--- config.mk ---
export PLATFORM = sky130hd
export DESIGN_NAME = encoder_rpm_iir_estimator_top_flat
export DESIGN_NICKNAME = d
export VERILOG_FILES = /design/src/hw/rtl/erpm_pkg.sv /design/src/hw/rtl/erpm_in_if.sv /design/src/hw/rtl/erpm_out_if.sv /design/src/hw/rtl/erpm_div.sv /design/src/hw/rtl/encoder_rpm_iir_estimator_top.sv /design/src/flat_wrapper.sv
export VERILOG_INCLUDE_DIRS = /design/src /design/src/hw/rtl
export SDC_FILE = /design/constraint.sdc
export NUM_CORES = 2
export LEC_CHECK = 0
export BUFFER_PORTS_ARGS = -buffer_cell sky130_fd_sc_hd__buf_2
export CAP_MARGIN = 15
export CORE_MARGIN = 5
export CORE_UTILIZATION = 45
export DETAILED_ROUTE_END_ITERATION = 7
export MAX_ROUTING_LAYER = met4
export PLACE_DENSITY = 0.62
export SKIP_LAST_GASP = 1
export SYNTH_ARGS = -nofsm -noshare
export SYNTH_HDL_FRONTEND = slang
export SYNTH_SLANG_ARGS = --single-unit
--- constraint.sdc ---
create_clock -name clk -period 8.75 [get_ports clk]
set_input_delay 1.75 -clock clk [delete_from_list [all_inputs] [get_ports clk]]
set_output_delay 1.75 -clock clk [all_outputs]
set_load 0.01 [all_outputs]
--- src/hw/rtl/encoder_rpm_iir_estimator_top_defines.svh ---
// ---------------------------------------------------------------------------
// encoder rpm estimator assertion macros
// shared concurrent check forms, clocked on clk and gated by rst_n
// ---------------------------------------------------------------------------
`ifndef ENCODER_RPM_IIR_ESTIMATOR_TOP_DEFINES_SVH
`define ENCODER_RPM_IIR_ESTIMATOR_TOP_DEFINES_SVH

// same-cycle implication check
`define ERPM_CHK(lbl, ante, cons, msg) \
  lbl: assert property (@(posedge clk) disable iff (!rst_n) (ante) |-> (cons)) \
    else $error(msg);

// next-cycle implication check
`define ERPM_CHK_NEXT(lbl, ante, cons, msg) \
  lbl: assert property (@(posedge clk) disable iff (!rst_n) (ante) |=> (cons)) \
    else $error(msg);

`endif

--- src/hw/rtl/erpm_pkg.sv ---
// ---------------------------------------------------------------------------
// erpm_pkg
// shared types and constants of the encoder rpm estimator
// ---------------------------------------------------------------------------
`timescale 1ns / 1ps

package erpm_pkg;

  // field widths
  localparam int PPR_W      = 10;
  localparam int SPEED_W    = 32;
  localparam int COUNT_W    = 32;
  localparam int CFG_DATA_W = 32;
  localparam int CFG_IDX_W  = 1;
  localparam int BLEND_W    = 35;

  // parameter defaults
  localparam int TIME_BITS_DEF  = 48;
  localparam int SPEED_FRAC_DEF = 8;

  // register indexes
  localparam logic [CFG_IDX_W-1:0] CFG_PPR   = 1'd0;
  localparam logic [CFG_IDX_W-1:0] CFG_STALL = 1'd1;

  // register reset values
  localparam logic [PPR_W-1:0]      PPR_RESET   = 10'd20;
  localparam logic [CFG_DATA_W-1:0] STALL_RESET = 32'd2000000;

  // command codes
  localparam logic CMD_START  = 1'b0;
  localparam logic CMD_SAMPLE = 1'b1;

  // arithmetic constants
  localparam logic [63:0]        USEC_PER_MIN = 64'd60000000;
  localparam logic [SPEED_W-1:0] SPEED_MAX    = 32'hFFFF_FFFF;
  localparam int                 BLEND_DIV    = 5;

  // sequencer states
  typedef enum logic [2:0] {
    ST_IDLE,
    ST_EVAL,
    ST_MUL,
    ST_QSTART,
    ST_QWAIT,
    ST_BLEND,
    ST_BMUL,
    ST_OUT
  } erpm_state_t;

  // divider status
  typedef struct packed {
    logic busy;
    logic done;
  } div_stat_t;

endpackage

--- src/hw/rtl/erpm_in_if.sv ---
// ---------------------------------------------------------------------------
// erpm_in_if
// input channel: command, pulse count and timestamp words
// ---------------------------------------------------------------------------
`timescale 1ns / 1ps

interface erpm_in_if #(
  parameter int TIME_BITS = erpm_pkg::TIME_BITS_DEF
);
  import erpm_pkg::*;

  logic                      valid;
  logic                      ready;
  logic                      command;
  logic signed [COUNT_W-1:0] pulse_count;
  logic [TIME_BITS-1:0]      time_us;

  modport source (output valid, command, pulse_count, time_us, input ready);
  modport sink   (input valid, command, pulse_count, time_us, output ready);
endinterface

--- src/hw/rtl/erpm_out_if.sv ---
// ---------------------------------------------------------------------------
// erpm_out_if
// result channel: filtered speed and per-sample flags
// ---------------------------------------------------------------------------
`timescale 1ns / 1ps

interface erpm_out_if;
  import erpm_pkg::*;

  logic               valid;
  logic               ready;
  logic [SPEED_W-1:0] speed_q8;
  logic               pulses_seen;
  logic               stalled;

  modport source (output valid, speed_q8, pulses_seen, stalled, input ready);
  modport sink   (input valid, speed_q8, pulses_seen, stalled, output ready);
endinterface

--- src/hw/rtl/erpm_div.sv ---
// ---------------------------------------------------------------------------
// erpm_div
// shared restoring divider, one quotient bit per cycle
// ---------------------------------------------------------------------------
`timescale 1ns / 1ps

module erpm_div #(
  parameter int DIVIDEND_W = erpm_pkg::BLEND_W,
  parameter int DIVISOR_W  = erpm_pkg::BLEND_W
) (
  input  logic                   clk,
  input  logic                   rst_n,
  input  logic                   start,
  input  logic [DIVIDEND_W-1:0]  dividend,
  input  logic [DIVISOR_W-1:0]   divisor,
  output logic [DIVIDEND_W-1:0]  quotient,
  output erpm_pkg::div_stat_t    stat
);
  import erpm_pkg::*;

  localparam int CNT_W = $clog2(DIVIDEND_W + 1);

  logic [CNT_W-1:0]      cnt_r;
  logic                  done_r;
  logic [DIVISOR_W-1:0]  rem_r;
  logic [DIVISOR_W-1:0]  rem_nxt;
  logic [DIVIDEND_W-1:0] dvd_r;
  logic [DIVISOR_W-1:0]  dsr_r;
  logic [DIVISOR_W:0]    rem_sh;
  logic [DIVISOR_W:0]    rem_diff;
  logic                  fits;

  // trial subtract of the shifted remainder
  always_comb begin
    rem_sh   = {rem_r, dvd_r[DIVIDEND_W-1]};
    rem_diff = rem_sh - {1'b0, dsr_r};
    fits     = (rem_sh >= {1'b0, dsr_r});
    rem_nxt  = fits ? rem_diff[DIVISOR_W-1:0] : rem_sh[DIVISOR_W-1:0];
  end

  // iteration counter and done pulse
  always_ff @(posedge clk) begin
    if (!rst_n) begin
      cnt_r  <= '0;
      done_r <= 1'b0;
    end else begin
      done_r <= 1'b0;
      if (start) begin
        cnt_r <= CNT_W'(DIVIDEND_W);
      end else if (cnt_r != '0) begin
        cnt_r <= cnt_r - CNT_W'(1);
        if (cnt_r == CNT_W'(1)) begin
          done_r <= 1'b1;
        end
      end
    end
  end

  // remainder and quotient shift registers
  always_ff @(posedge clk) begin
    if (start) begin
      rem_r <= '0;
      dvd_r <= dividend;
      dsr_r <= divisor;
    end else if (cnt_r != '0) begin
      rem_r <= rem_nxt;
      dvd_r <= {dvd_r[DIVIDEND_W-2:0], fits};
    end
  end

  assign quotient  = dvd_r;
  assign stat.busy = (cnt_r != '0);
  assign stat.done = done_r;

endmodule

--- src/hw/rtl/encoder_rpm_iir_estimator_top.sv ---
// Sequence: each word is captured in idle and evaluated; a start or a sample with no new
//   speed then goes to output, a forced speed (zero pulses per rev or too long a gap) goes
//   via blend, a divided one via multiply and divider first; a held result stalls output.
// Throughput: one word at a time, the next taken as soon as its result is offered.
// Reset: synchronous, active low; speed, kept count and pulse time clear to zero,
//   registers return to 20 pulses per rev and a 2 s stall timeout.
// ---------------------------------------------------------------------------
// encoder_rpm_iir_estimator_top
// encoder tachometer with a first-order iir speed filter
// ---------------------------------------------------------------------------
`timescale 1ns / 1ps
`include "encoder_rpm_iir_estimator_top_defines.svh"

module encoder_rpm_iir_estimator_top #(
  parameter int TIME_BITS       = erpm_pkg::TIME_BITS_DEF,
  parameter int SPEED_FRAC_BITS = erpm_pkg::SPEED_FRAC_DEF
) (
  input  logic                            clk,
  input  logic                            rst_n,
  erpm_in_if.sink                         in_ch,
  erpm_out_if.source                      out_ch,
  input  logic                            cfg_we,
  input  logic [erpm_pkg::CFG_IDX_W-1:0]  cfg_index,
  input  logic [erpm_pkg::CFG_DATA_W-1:0] cfg_data
);
  import erpm_pkg::*;

  // numerator 60e6 scaled to the fixed-point speed, and derived widths
  localparam logic [63:0] NUM      = USEC_PER_MIN << SPEED_FRAC_BITS;
  localparam int          NUM_BITS = $clog2(NUM + 64'd1);
  localparam int          PW       = NUM_BITS + PPR_W;
  localparam int          DDW      = (NUM_BITS > BLEND_W) ? NUM_BITS : BLEND_W;

  // reciprocal of five: exact floor division of any 32-bit value
  localparam logic [SPEED_W-1:0] RECIP5       = 32'hCCCC_CCCD;
  localparam int                 RECIP5_SHIFT = 34;

  erpm_state_t state_r, state_nxt;

  // configuration
  logic [PPR_W-1:0]      ppr_r;
  logic [CFG_DATA_W-1:0] stall_r;

  // kept state
  logic signed [COUNT_W-1:0] prev_count_r;
  logic [TIME_BITS-1:0]      prev_time_r;
  logic [SPEED_W-1:0]        filt_r;

  // captured word and working values
  logic                      cmd_r;
  logic signed [COUNT_W-1:0] count_r;
  logic [TIME_BITS-1:0]      time_r;
  logic [NUM_BITS-1:0]       dt_r;
  logic [PW-1:0]             prod_r;
  logic [SPEED_W-1:0]        nv_r;
  logic                      seen_r;
  logic                      stall_flag_r;
  logic [SPEED_W-1:0]        diff_r;
  logic                      up_r;

  // result register
  logic               out_valid_r;
  logic [SPEED_W-1:0] out_speed_r;
  logic               out_seen_r;
  logic               out_stall_r;

  // sequencer controls
  logic in_ready;
  logic eval_en;
  logic mul_en;
  logic div_start;
  logic blend_en;
  logic q_take;
  logic f_take;
  logic out_load;

  // evaluation of the captured word
  logic [TIME_BITS-1:0] dt;
  logic                 rise;
  logic                 dt_zero;
  logic                 dt_big;
  logic                 over_timeout;

  // divider hookup
  logic [DDW-1:0]     div_dividend;
  logic [PW-1:0]      div_divisor;
  logic [DDW-1:0]     div_quot;
  div_stat_t          div_st;
  logic [SPEED_W-1:0] q_sat;

  // blend by five
  logic [2*SPEED_W-1:0] fifth_prod;
  logic [SPEED_W-1:0]   fifth;
  logic [SPEED_W-1:0]   blend_nxt;

  // gap and comparisons
  always_comb begin
    dt           = time_r - prev_time_r;
    rise         = (count_r > prev_count_r);
    dt_zero      = (dt == '0);
    dt_big       = (64'(dt) > NUM);
    over_timeout = (64'(dt) > 64'(stall_r));
    q_sat        = (div_quot[DDW-1:SPEED_W] != '0) ? SPEED_MAX : div_quot[SPEED_W-1:0];
  end

  // (4*old + new) / 5 as old plus or minus a fifth of their gap
  always_comb begin
    fifth_prod = (2*SPEED_W)'(diff_r) * (2*SPEED_W)'(RECIP5);
    fifth      = SPEED_W'(fifth_prod >> RECIP5_SHIFT);
    blend_nxt  = up_r ? filt_r + fifth : filt_r + ~fifth;
  end

  // next state
  always_comb begin
    state_nxt = state_r;
    case (state_r)
      ST_IDLE: begin
        if (in_ch.valid) state_nxt = ST_EVAL;
      end
      ST_EVAL: begin
        if (cmd_r == CMD_SAMPLE && rise && !dt_zero) begin
          if (ppr_r == '0 || dt_big) state_nxt = ST_BLEND;
          else                       state_nxt = ST_MUL;
        end else begin
          state_nxt = ST_OUT;
        end
      end
      ST_MUL:    state_nxt = ST_QSTART;
      ST_QSTART: state_nxt = ST_QWAIT;
      ST_QWAIT: begin
        if (div_st.done) state_nxt = ST_BLEND;
      end
      ST_BLEND:  state_nxt = ST_BMUL;
      ST_BMUL:   state_nxt = ST_OUT;
      ST_OUT: begin
        if (!out_valid_r || out_ch.ready) state_nxt = ST_IDLE;
      end
      default:   state_nxt = ST_IDLE;
    endcase
  end

  // sequencer outputs
  always_comb begin
    in_ready  = 1'b0;
    eval_en   = 1'b0;
    mul_en    = 1'b0;
    div_start = 1'b0;
    blend_en  = 1'b0;
    q_take    = 1'b0;
    f_take    = 1'b0;
    out_load  = 1'b0;
    case (state_r)
      ST_IDLE:   in_ready  = 1'b1;
      ST_EVAL:   eval_en   = 1'b1;
      ST_MUL:    mul_en    = 1'b1;
      ST_QSTART: div_start = 1'b1;
      ST_QWAIT:  q_take    = div_st.done;
      ST_BLEND:  blend_en  = 1'b1;
      ST_BMUL:   f_take    = 1'b1;
      ST_OUT:    out_load  = !out_valid_r || out_ch.ready;
      default:   in_ready  = 1'b0;
    endcase
  end

  // divider operands: scaled numerator over gap times pulses per rev
  assign div_dividend = DDW'(NUM);
  assign div_divisor  = prod_r;

  erpm_div #(
    .DIVIDEND_W (DDW),
    .DIVISOR_W  (PW)
  ) u_div (
    .clk      (clk),
    .rst_n    (rst_n),
    .start    (div_start),
    .dividend (div_dividend),
    .divisor  (div_divisor),
    .quotient (div_quot),
    .stat     (div_st)
  );

  // state, configuration, kept state and result valid
  always_ff @(posedge clk) begin
    if (!rst_n) begin
      state_r      <= ST_IDLE;
      ppr_r        <= PPR_RESET;
      stall_r      <= STALL_RESET;
      prev_count_r <= '0;
      prev_time_r  <= '0;
      filt_r       <= '0;
      out_valid_r  <= 1'b0;
    end else begin
      state_r <= state_nxt;
      if (cfg_we) begin
        case (cfg_index)
          CFG_PPR:   ppr_r   <= cfg_data[PPR_W-1:0];
          CFG_STALL: stall_r <= cfg_data;
          default:   ppr_r   <= ppr_r;
        endcase
      end
      if (eval_en) begin
        if (cmd_r == CMD_START) begin
          prev_count_r <= '0;
          prev_time_r  <= time_r;
        end else if (rise) begin
          prev_count_r <= count_r;
          prev_time_r  <= time_r;
        end else if (over_timeout) begin
          filt_r <= '0;
        end
      end
      if (f_take) filt_r <= blend_nxt;
      if (out_load)                    out_valid_r <= 1'b1;
      else if (out_ch.ready)           out_valid_r <= 1'b0;
    end
  end

  // working registers
  always_ff @(posedge clk) begin
    if (in_ready && in_ch.valid) begin
      cmd_r   <= in_ch.command;
      count_r <= in_ch.pulse_count;
      time_r  <= in_ch.time_us;
    end
    if (eval_en) begin
      seen_r       <= (cmd_r == CMD_SAMPLE) && rise;
      stall_flag_r <= (cmd_r == CMD_SAMPLE) && !rise && over_timeout;
      dt_r         <= NUM_BITS'(64'(dt));
      if (ppr_r == '0) nv_r <= SPEED_MAX;
      else             nv_r <= '0;
    end
    if (mul_en) prod_r <= PW'(dt_r) * PW'(ppr_r);
    if (q_take) nv_r   <= q_sat;
    // gap between new and kept speed, less one when falling
    if (blend_en) begin
      up_r   <= (nv_r >= filt_r);
      diff_r <= (nv_r >= filt_r) ? nv_r - filt_r : filt_r + ~nv_r;
    end
    if (out_load) begin
      out_speed_r <= filt_r;
      out_seen_r  <= seen_r;
      out_stall_r <= stall_flag_r;
    end
  end

  assign in_ch.ready        = in_ready;
  assign out_ch.valid       = out_valid_r;
  assign out_ch.speed_q8    = out_speed_r;
  assign out_ch.pulses_seen = out_seen_r;
  assign out_ch.stalled     = out_stall_r;

  // checks
  `ERPM_CHK(a_ready_div_idle, in_ready, !div_st.busy, "word taken while divider busy")
  `ERPM_CHK(a_flags_excl, out_valid_r, !(out_seen_r && out_stall_r), "seen and stalled together")
  `ERPM_CHK(a_stall_zero, out_valid_r && out_stall_r, out_speed_r == '0, "stall with speed")
  `ERPM_CHK_NEXT(a_div_runs, div_start, div_st.busy, "divider did not start")

endmodule

--- src/flat_wrapper.sv ---
// flat-port wrapper written by rule: the top's interface ports become plain ports
module encoder_rpm_iir_estimator_top_flat import erpm_pkg::*;
#(
  parameter int TIME_BITS       = erpm_pkg::TIME_BITS_DEF,
  parameter int SPEED_FRAC_BITS = erpm_pkg::SPEED_FRAC_DEF
)
  (clk, rst_n, cfg_we, cfg_index, cfg_data, in_ch_valid, in_ch_command, in_ch_pulse_count, in_ch_time_us, in_ch_ready, out_ch_valid, out_ch_speed_q8, out_ch_pulses_seen, out_ch_stalled, out_ch_ready);
  erpm_in_if #(.TIME_BITS(TIME_BITS)) in_ch_i ();
  erpm_out_if out_ch_i ();
  input  logic clk;
  input  logic rst_n;
  input  logic cfg_we;
  input  logic [erpm_pkg::CFG_IDX_W-1:0] cfg_index;
  input  logic [erpm_pkg::CFG_DATA_W-1:0] cfg_data;
  input wire logic [$bits(in_ch_i.valid)-1:0] in_ch_valid;
  input wire logic [$bits(in_ch_i.command)-1:0] in_ch_command;
  input wire logic [$bits(in_ch_i.pulse_count)-1:0] in_ch_pulse_count;
  input wire logic [$bits(in_ch_i.time_us)-1:0] in_ch_time_us;
  output wire logic [$bits(in_ch_i.ready)-1:0] in_ch_ready;
  output wire logic [$bits(out_ch_i.valid)-1:0] out_ch_valid;
  output wire logic [$bits(out_ch_i.speed_q8)-1:0] out_ch_speed_q8;
  output wire logic [$bits(out_ch_i.pulses_seen)-1:0] out_ch_pulses_seen;
  output wire logic [$bits(out_ch_i.stalled)-1:0] out_ch_stalled;
  input wire logic [$bits(out_ch_i.ready)-1:0] out_ch_ready;
  assign in_ch_i.valid = in_ch_valid;
  assign in_ch_i.command = in_ch_command;
  assign in_ch_i.pulse_count = in_ch_pulse_count;
  assign in_ch_i.time_us = in_ch_time_us;
  assign in_ch_ready = in_ch_i.ready;
  assign out_ch_valid = out_ch_i.valid;
  assign out_ch_speed_q8 = out_ch_i.speed_q8;
  assign out_ch_pulses_seen = out_ch_i.pulses_seen;
  assign out_ch_stalled = out_ch_i.stalled;
  assign out_ch_i.ready = out_ch_ready;
  encoder_rpm_iir_estimator_top #(.TIME_BITS(TIME_BITS), .SPEED_FRAC_BITS(SPEED_FRAC_BITS)) u_core (.clk(clk), .rst_n(rst_n), .in_ch(in_ch_i), .out_ch(out_ch_i), .cfg_we(cfg_we), .cfg_index(cfg_index), .cfg_data(cfg_data));
endmodule
=== Yosys cells after proc, flatten, opt, wreduce, memory -nomap -nowiden ===
Cells that the tools add are included.
Widths: inputs -> output; s select.

* $add $sub $neg: 7
* Equality and inequality tests: 13
* Magnitude comparators: 5
* Bitwise gates (word level): 5
* $mul: 2
* Mux-type cells: 35
* Reduce and logical (&&, ||, !) cells: 28

{| class="wikitable"
|+ Operators with widths
! operator !! count
|-
| $mux 32 || 13
|-
| $mux 48 || 2
|-
| $add 32x32->32 || 2
|-
| $mul 32x32->64 const B || 1
|-
| $gt 48x32->1 || 1
|-
| $gt 48x34->1 const B || 1
|-
| $logic_not 48->1 || 1
|-
| $sub 48x48->48 || 1
|-
| $ge 45x44->1 || 1
|-
| $mul 34x10->44 || 1
|-
| $mux 44 || 1
|-
| $sub 44x44->44 || 1
|-
| $add 32x30->32 || 1
|-
| $ge 32x32->1 || 1
|-
| $gt 32x32->1 || 1
|-
| $not 30->32 || 1
|-
| $not 32->32 || 1
|-
| $sub 32x32->32 || 1
|-
| $pmux 3 s8 || 1
|-
| $mux 3 || 5
|-
| $eq 3x3->1 const B || 4
|-
| $mux 6 || 2
|-
| $reduce_bool 2->1 || 6
|-
| $mux 1 || 11
|-
| 19 further kinds || 34
|}

* Logic and storage cells: 121
* Register bits after elaboration: 548
* Output and inout port bits: 36

=== Depth between registers and ports, before layout ===
* Depth after elaboration: 7
* Mapped depth: 42

=== By module ===
A second synthesis with hierarchy kept.

* Cells, all modules: 6166
* Area total of the unflattened synthesis: 58876.5 um2

{| class="wikitable"
|+ Modules (own cells, without submodules)
! module !! instances !! area an instance (um2) !! seq. area each (um2) !! cells an instance
|-
| encoder_rpm_iir_estimator_top || 1 || 51011.4 || 10970.5 || 5335
|-
| erpm_div || 1 || 7865.0 || 3393.3 || 831
|}

=== Least setup slack after synthesis ===
OpenSTA, ideal clock, no wires.

* Path type: flip-flop to flip-flop
* Start point: reg u_core.diff_r[17]
* End point: reg u_core.filt_r[31]
* Slack: -0.412 ns
* Cell stages (with the launch flop): 36
* Data arrival time: 9.042 ns
* Cells stage by stage: edfxtp_1 -> ha_1 -> inv_1 -> fa_1 -> fa_1 -> fa_1 -> inv_1 -> fa_1 -> fa_1 -> fa_1 -> inv_1 -> fa_1 -> inv_1 -> ha_1 -> o21a_1 -> o21ai_0 -> a32oi_1 -> a21boi_0 -> o31ai_1 -> a21o_1 -> a21o_1 -> a21oi_1 -> xnor2_1 -> ha_1 -> and3_1 -> a221oi_1 -> o21ai_0 -> or3_1 -> o211ai_1 -> a31oi_1 -> o21a_1 -> o2111ai_1 -> nand3_1 -> xnor2_1 -> and3_1 -> a211o_1

* Word-level cells in the longest chain between the ends: 5
* Elaborated cells between the ends (all ways): 6
* Those cells by class: 2 x add/sub; 1 x mul; 2 x mux; 1 x bitwise

{| class="wikitable"
|+ RTL lines
! item !! line !! text
|-
| from (decl) || encoder_rpm_iir_estimator_top.sv:58 || <nowiki>logic [SPEED_W-1:0] diff_r;</nowiki>
|-
| from (signal assigned) || encoder_rpm_iir_estimator_top.sv:237 || <nowiki>diff_r <= (nv_r >= filt_r) ? nv_r - filt_r : filt_r + ~nv_r;</nowiki>
|-
| $mul 32x32->64 * || encoder_rpm_iir_estimator_top.sv:108 || <nowiki>fifth_prod = (2*SPEED_W)'(diff_r) * (2*SPEED_W)'(RECIP5);</nowiki>
|-
| $not 30->32 || encoder_rpm_iir_estimator_top.sv:110 || <nowiki>blend_nxt = up_r ? filt_r + fifth : filt_r + ~fifth;</nowiki>
|-
| $add 32x32->32 || encoder_rpm_iir_estimator_top.sv:110 ||
|-
| $mux 32 * || encoder_rpm_iir_estimator_top.sv:110 ||
|-
| $mux 32 * || encoder_rpm_iir_estimator_top.sv:212 || <nowiki>if (f_take) filt_r <= blend_nxt;</nowiki>
|-
| to (signal assigned) || encoder_rpm_iir_estimator_top.sv:212 ||
|-
| to (decl) || encoder_rpm_iir_estimator_top.sv:47 || <nowiki>logic [SPEED_W-1:0] filt_r;</nowiki>
|}

Mark *: on every way between the ends. The rest lies on a longest branch, timed or not.
A chain may end at the register's enable or synchronous reset.

=== Worst setup path in the final report ===
* Start point: reg u_core.diff_r[19]
* End point: reg u_core.filt_r[31]

Same word-level chain as after synthesis.

==> metrics.cfg <==
[logic_synthesis]
syn_area_um2=57600
synth_top_cell_area_share_pct=22.2
synth_seq_cells=548
ys_top_cells_by_area=fa_1, edfxtp_1, ha_1, dfxtp_1, inv_1
synth.most_common_cell=inv_1
synth_cell_type_count=85
syn_inst=6081
synth_top_cells_by_count=inv_1, ha_1, fa_1
synth-edff-count=304
seq_area_frac_synth_pct=24.3
syn-num-nets=7519
syn_area_per_cell_um2=9.47
yosys.area.top_type=fa_1
synth_ff_type=edfxtp_1
async_flop_share_pct=0
yosys_warnings=0

[setup_path]
cp_slowest_cell=fa_1
crit_path_start_kind=flop
cp_common_cell=fa_1
crit_type=flop to flop
path_max_fanout=3
worst-path-stages=39
cp_data_arrival_time_ns=10.10
crit_end=u_core.filt_r[31]$_SDFFE_PN0P_
crit_path_max_incr_delay_ns=0.57
r2r_cells=39
critPathRequiredTime_ns=9.30
rrSetupSlack_ns=-0.81
end_kind=flop
crit_buf_inv=8
r2r-end=u_core.filt_r[31]$_SDFFE_PN0P_
cp_top_family=adder cells
r2r-start=u_core.diff_r[19]$_DFFE_PP_
crit_start=u_core.diff_r[19]$_DFFE_PP_

[sta]
slew_headroom_pct=25.5
skew_ns=0.0320
tightest_slew_ns=1.12
setup_viol=16
min_period_over_period_pct=109
setup_ws_ns=-0.808
finalSetupTns_ns=-6.39
max_freq_mhz=105
final_hold_viol_count=0
final_max_slew_viol_count=0
period_minus_slack_ns=9.56
rsz0062_at_grt=yes

[global_route]
grt_pass1_wl_mm=249
grt-ovfl-total=0
grt_max_degree=94
grtUsageTotal_pct=23.7
grt_pass1_vias=44800
antenna_found_initial=0

[floorplanning]
die_area_um2=135000
rows=131
coreArea_um2=127000
io_pins=155
initial_core_util_pct=45.2
dieWidth_um=368
die_y_um=368

[finish]
fillers=11600
drive_above_1_share_pct=14.8
syn_to_final_growth_pct=15.9
n_antenna_cell=0
nNetsFinal=7979

[route]
dr.pass1.iters=5
top_layer=met4
drt_iter0_markers=2745
wl_met2_mm=75.2
wl_met1_mm=70.9
dr_wl_met3_mm=7.44
drc=0
postRouteAntennaNets=0
avgViaCountPerCell=5.28
wl_per_cell_um=19.1
vias=43600
wirelength_mm=157

[clock_network]
path_clk_slew_ns=0.07
clock_tree.root_cell=clkbuf_16
clk_latency_ns=0.67
holdBufCountCts=0
htree_levels=2
cts.path.max_buffers=3
numCtsBuffers=61
cts_tree=done
cts.sinks=548

[run]
drv_cap=0

[run_status]
violations=setup timing
outcome=complete, but fails checks

[placement]
gp_congestion=0.954
port_buffers=154
pre_cts_ws_ns=-1.29
hpwl_mm=128

[worst_hold_path]
hp-class=flop to flop

cells by family after synthesis:
| group | Yosys count | synth area share (%) |
|---|---|---|
| flops | 548 | 24.3 |
| mux | 25 | 0.448 |
| xor+xnor | 292 | 4.44 |
| simple gates | 1371 | 11.3 |
| compound gates | 1247 | 14.1 |
| fa+ha+maj | 1319 | 37.0 |
| buf+inv | 1279 | 8.39 |
sequential cells by signal, indices dropped and copies added, names as in the netlist, 3 cells and up:
register,count
u_core.prev_count_r,32
u_core.diff_r,32
u_core.stall_r,32
u_core.prev_time_r,48
u_core.u_div.dsr_r,44
u_core.count_r,32
u_core.nv_r,32
u_core.state_r,3
u_core.u_div.rem_r,44
u_core.dt_r,34
u_core.filt_r,32
u_core.u_div.cnt_r,6
u_core.ppr_r,10
u_core.div_divisor,44
u_core.out_ch.speed_q8,32
u_core.time_r,48
u_core.u_div.quotient,35
cell usage in the layout (no fill, tap or decap), types with 53 or more instances in the layout:
cell / instances
nor2_1: 172
nand4_1: 63
a21oi_1: 330
a21o_1: 186
ha_4: 53
nand2_1: 615
o21a_1: 75
edfxtp_1: 304
buf_2: 153
xor2_1: 115
dfxtp_1: 244
and2_1: 164
clkbuf_16: 61
nor2b_1: 69
inv_1: 1024
xnor2_1: 157
o21ai_0: 190
ha_1: 619
buf_4: 460
nand3_1: 73
a21boi_0: 98
fa_1: 624
final cells by class:
cell class | count | area, µm² | area share [%]
Timing Repair Buffer | 632 | 4470 | 6.70
Tap cell | 1662 | 2080 | 3.12
Sequential cell | 548 | 14000 | 21.0
Inverter | 1044 | 3920 | 5.88
Multi-Input combinational cell | 4254 | 40200 | 60.2
Clock buffer | 77 | 1660 | 2.48
Clock inverter | 38 | 434 | 0.651
worst min path at each step:
| stage | slack [ns] | to | cells past startpoint | from |
|---|---|---|---|---|
| after CTS | 0.41 | u_core.u_div.dsr_r[36]$_DFFE_PP_ | 0 | u_core.div_divisor[36]$_DFFE_PP_ |
| after global placement | 0.40 | u_core.u_div.dsr_r[9]$_DFFE_PP_ | 0 | u_core.div_divisor[9]$_DFFE_PP_ |
| final | 0.40 | u_core.u_div.dsr_r[36]$_DFFE_PP_ | 0 | u_core.div_divisor[36]$_DFFE_PP_ |
| after floorplan | 0.40 | u_core.out_ch.pulses_seen$_DFFE_PP_ | 0 | u_core.seen_r$_DFFE_PP_ |
| after global routing | 0.42 | u_core.u_div.dsr_r[31]$_DFFE_PP_ | 0 | u_core.div_divisor[31]$_DFFE_PP_ |
| after detailed placement | 0.40 | u_core.u_div.dsr_r[11]$_DFFE_PP_ | 0 | u_core.div_divisor[11]$_DFFE_PP_ |
layer usage:
layer,vias up,track usage (%)
met2,994,39.5
met1,21300,31.6
met5,-,-
met3,198,2.52
li1,21000,-
met4,0,4.98
worst reg2reg max path: cells and delay by family (launching register included):
family	cells	cell delay [ns]
AOI/OAI and AO/OA	15	2.72
xor gates and xnor gates	2	0.27
adders and majority gates	10	4.25
buffers and inverters	8	0.92
DFF	1	0.50
and+or+nand+nor	4	0.79
metrics by stage:
stage	hold WS [ns]	std cells	cell area [µm²]	utilization (%)
finish	0.402	8255	66700	52.4
global route	0.419	8255	66700	52.4
CTS	0.409	8227	66000	51.8
detailed placement	0.405	8070	62800	49.3
global placement	0.401	8070	62800	49.3
floorplan	0.400	6081	57800	-
what timing repair did:
item,4_1_cts,5_1_grt
pin swaps,128,95
endpoints found under the hold margin,0,0
endpoints found under the setup margin,21,20
gates resized for setup,140,95
setup buffers,43,24
Power is left out: the tool's default activity adds up to more than one toggle a clock period on the data nets, which glitch-free logic cannot reach.
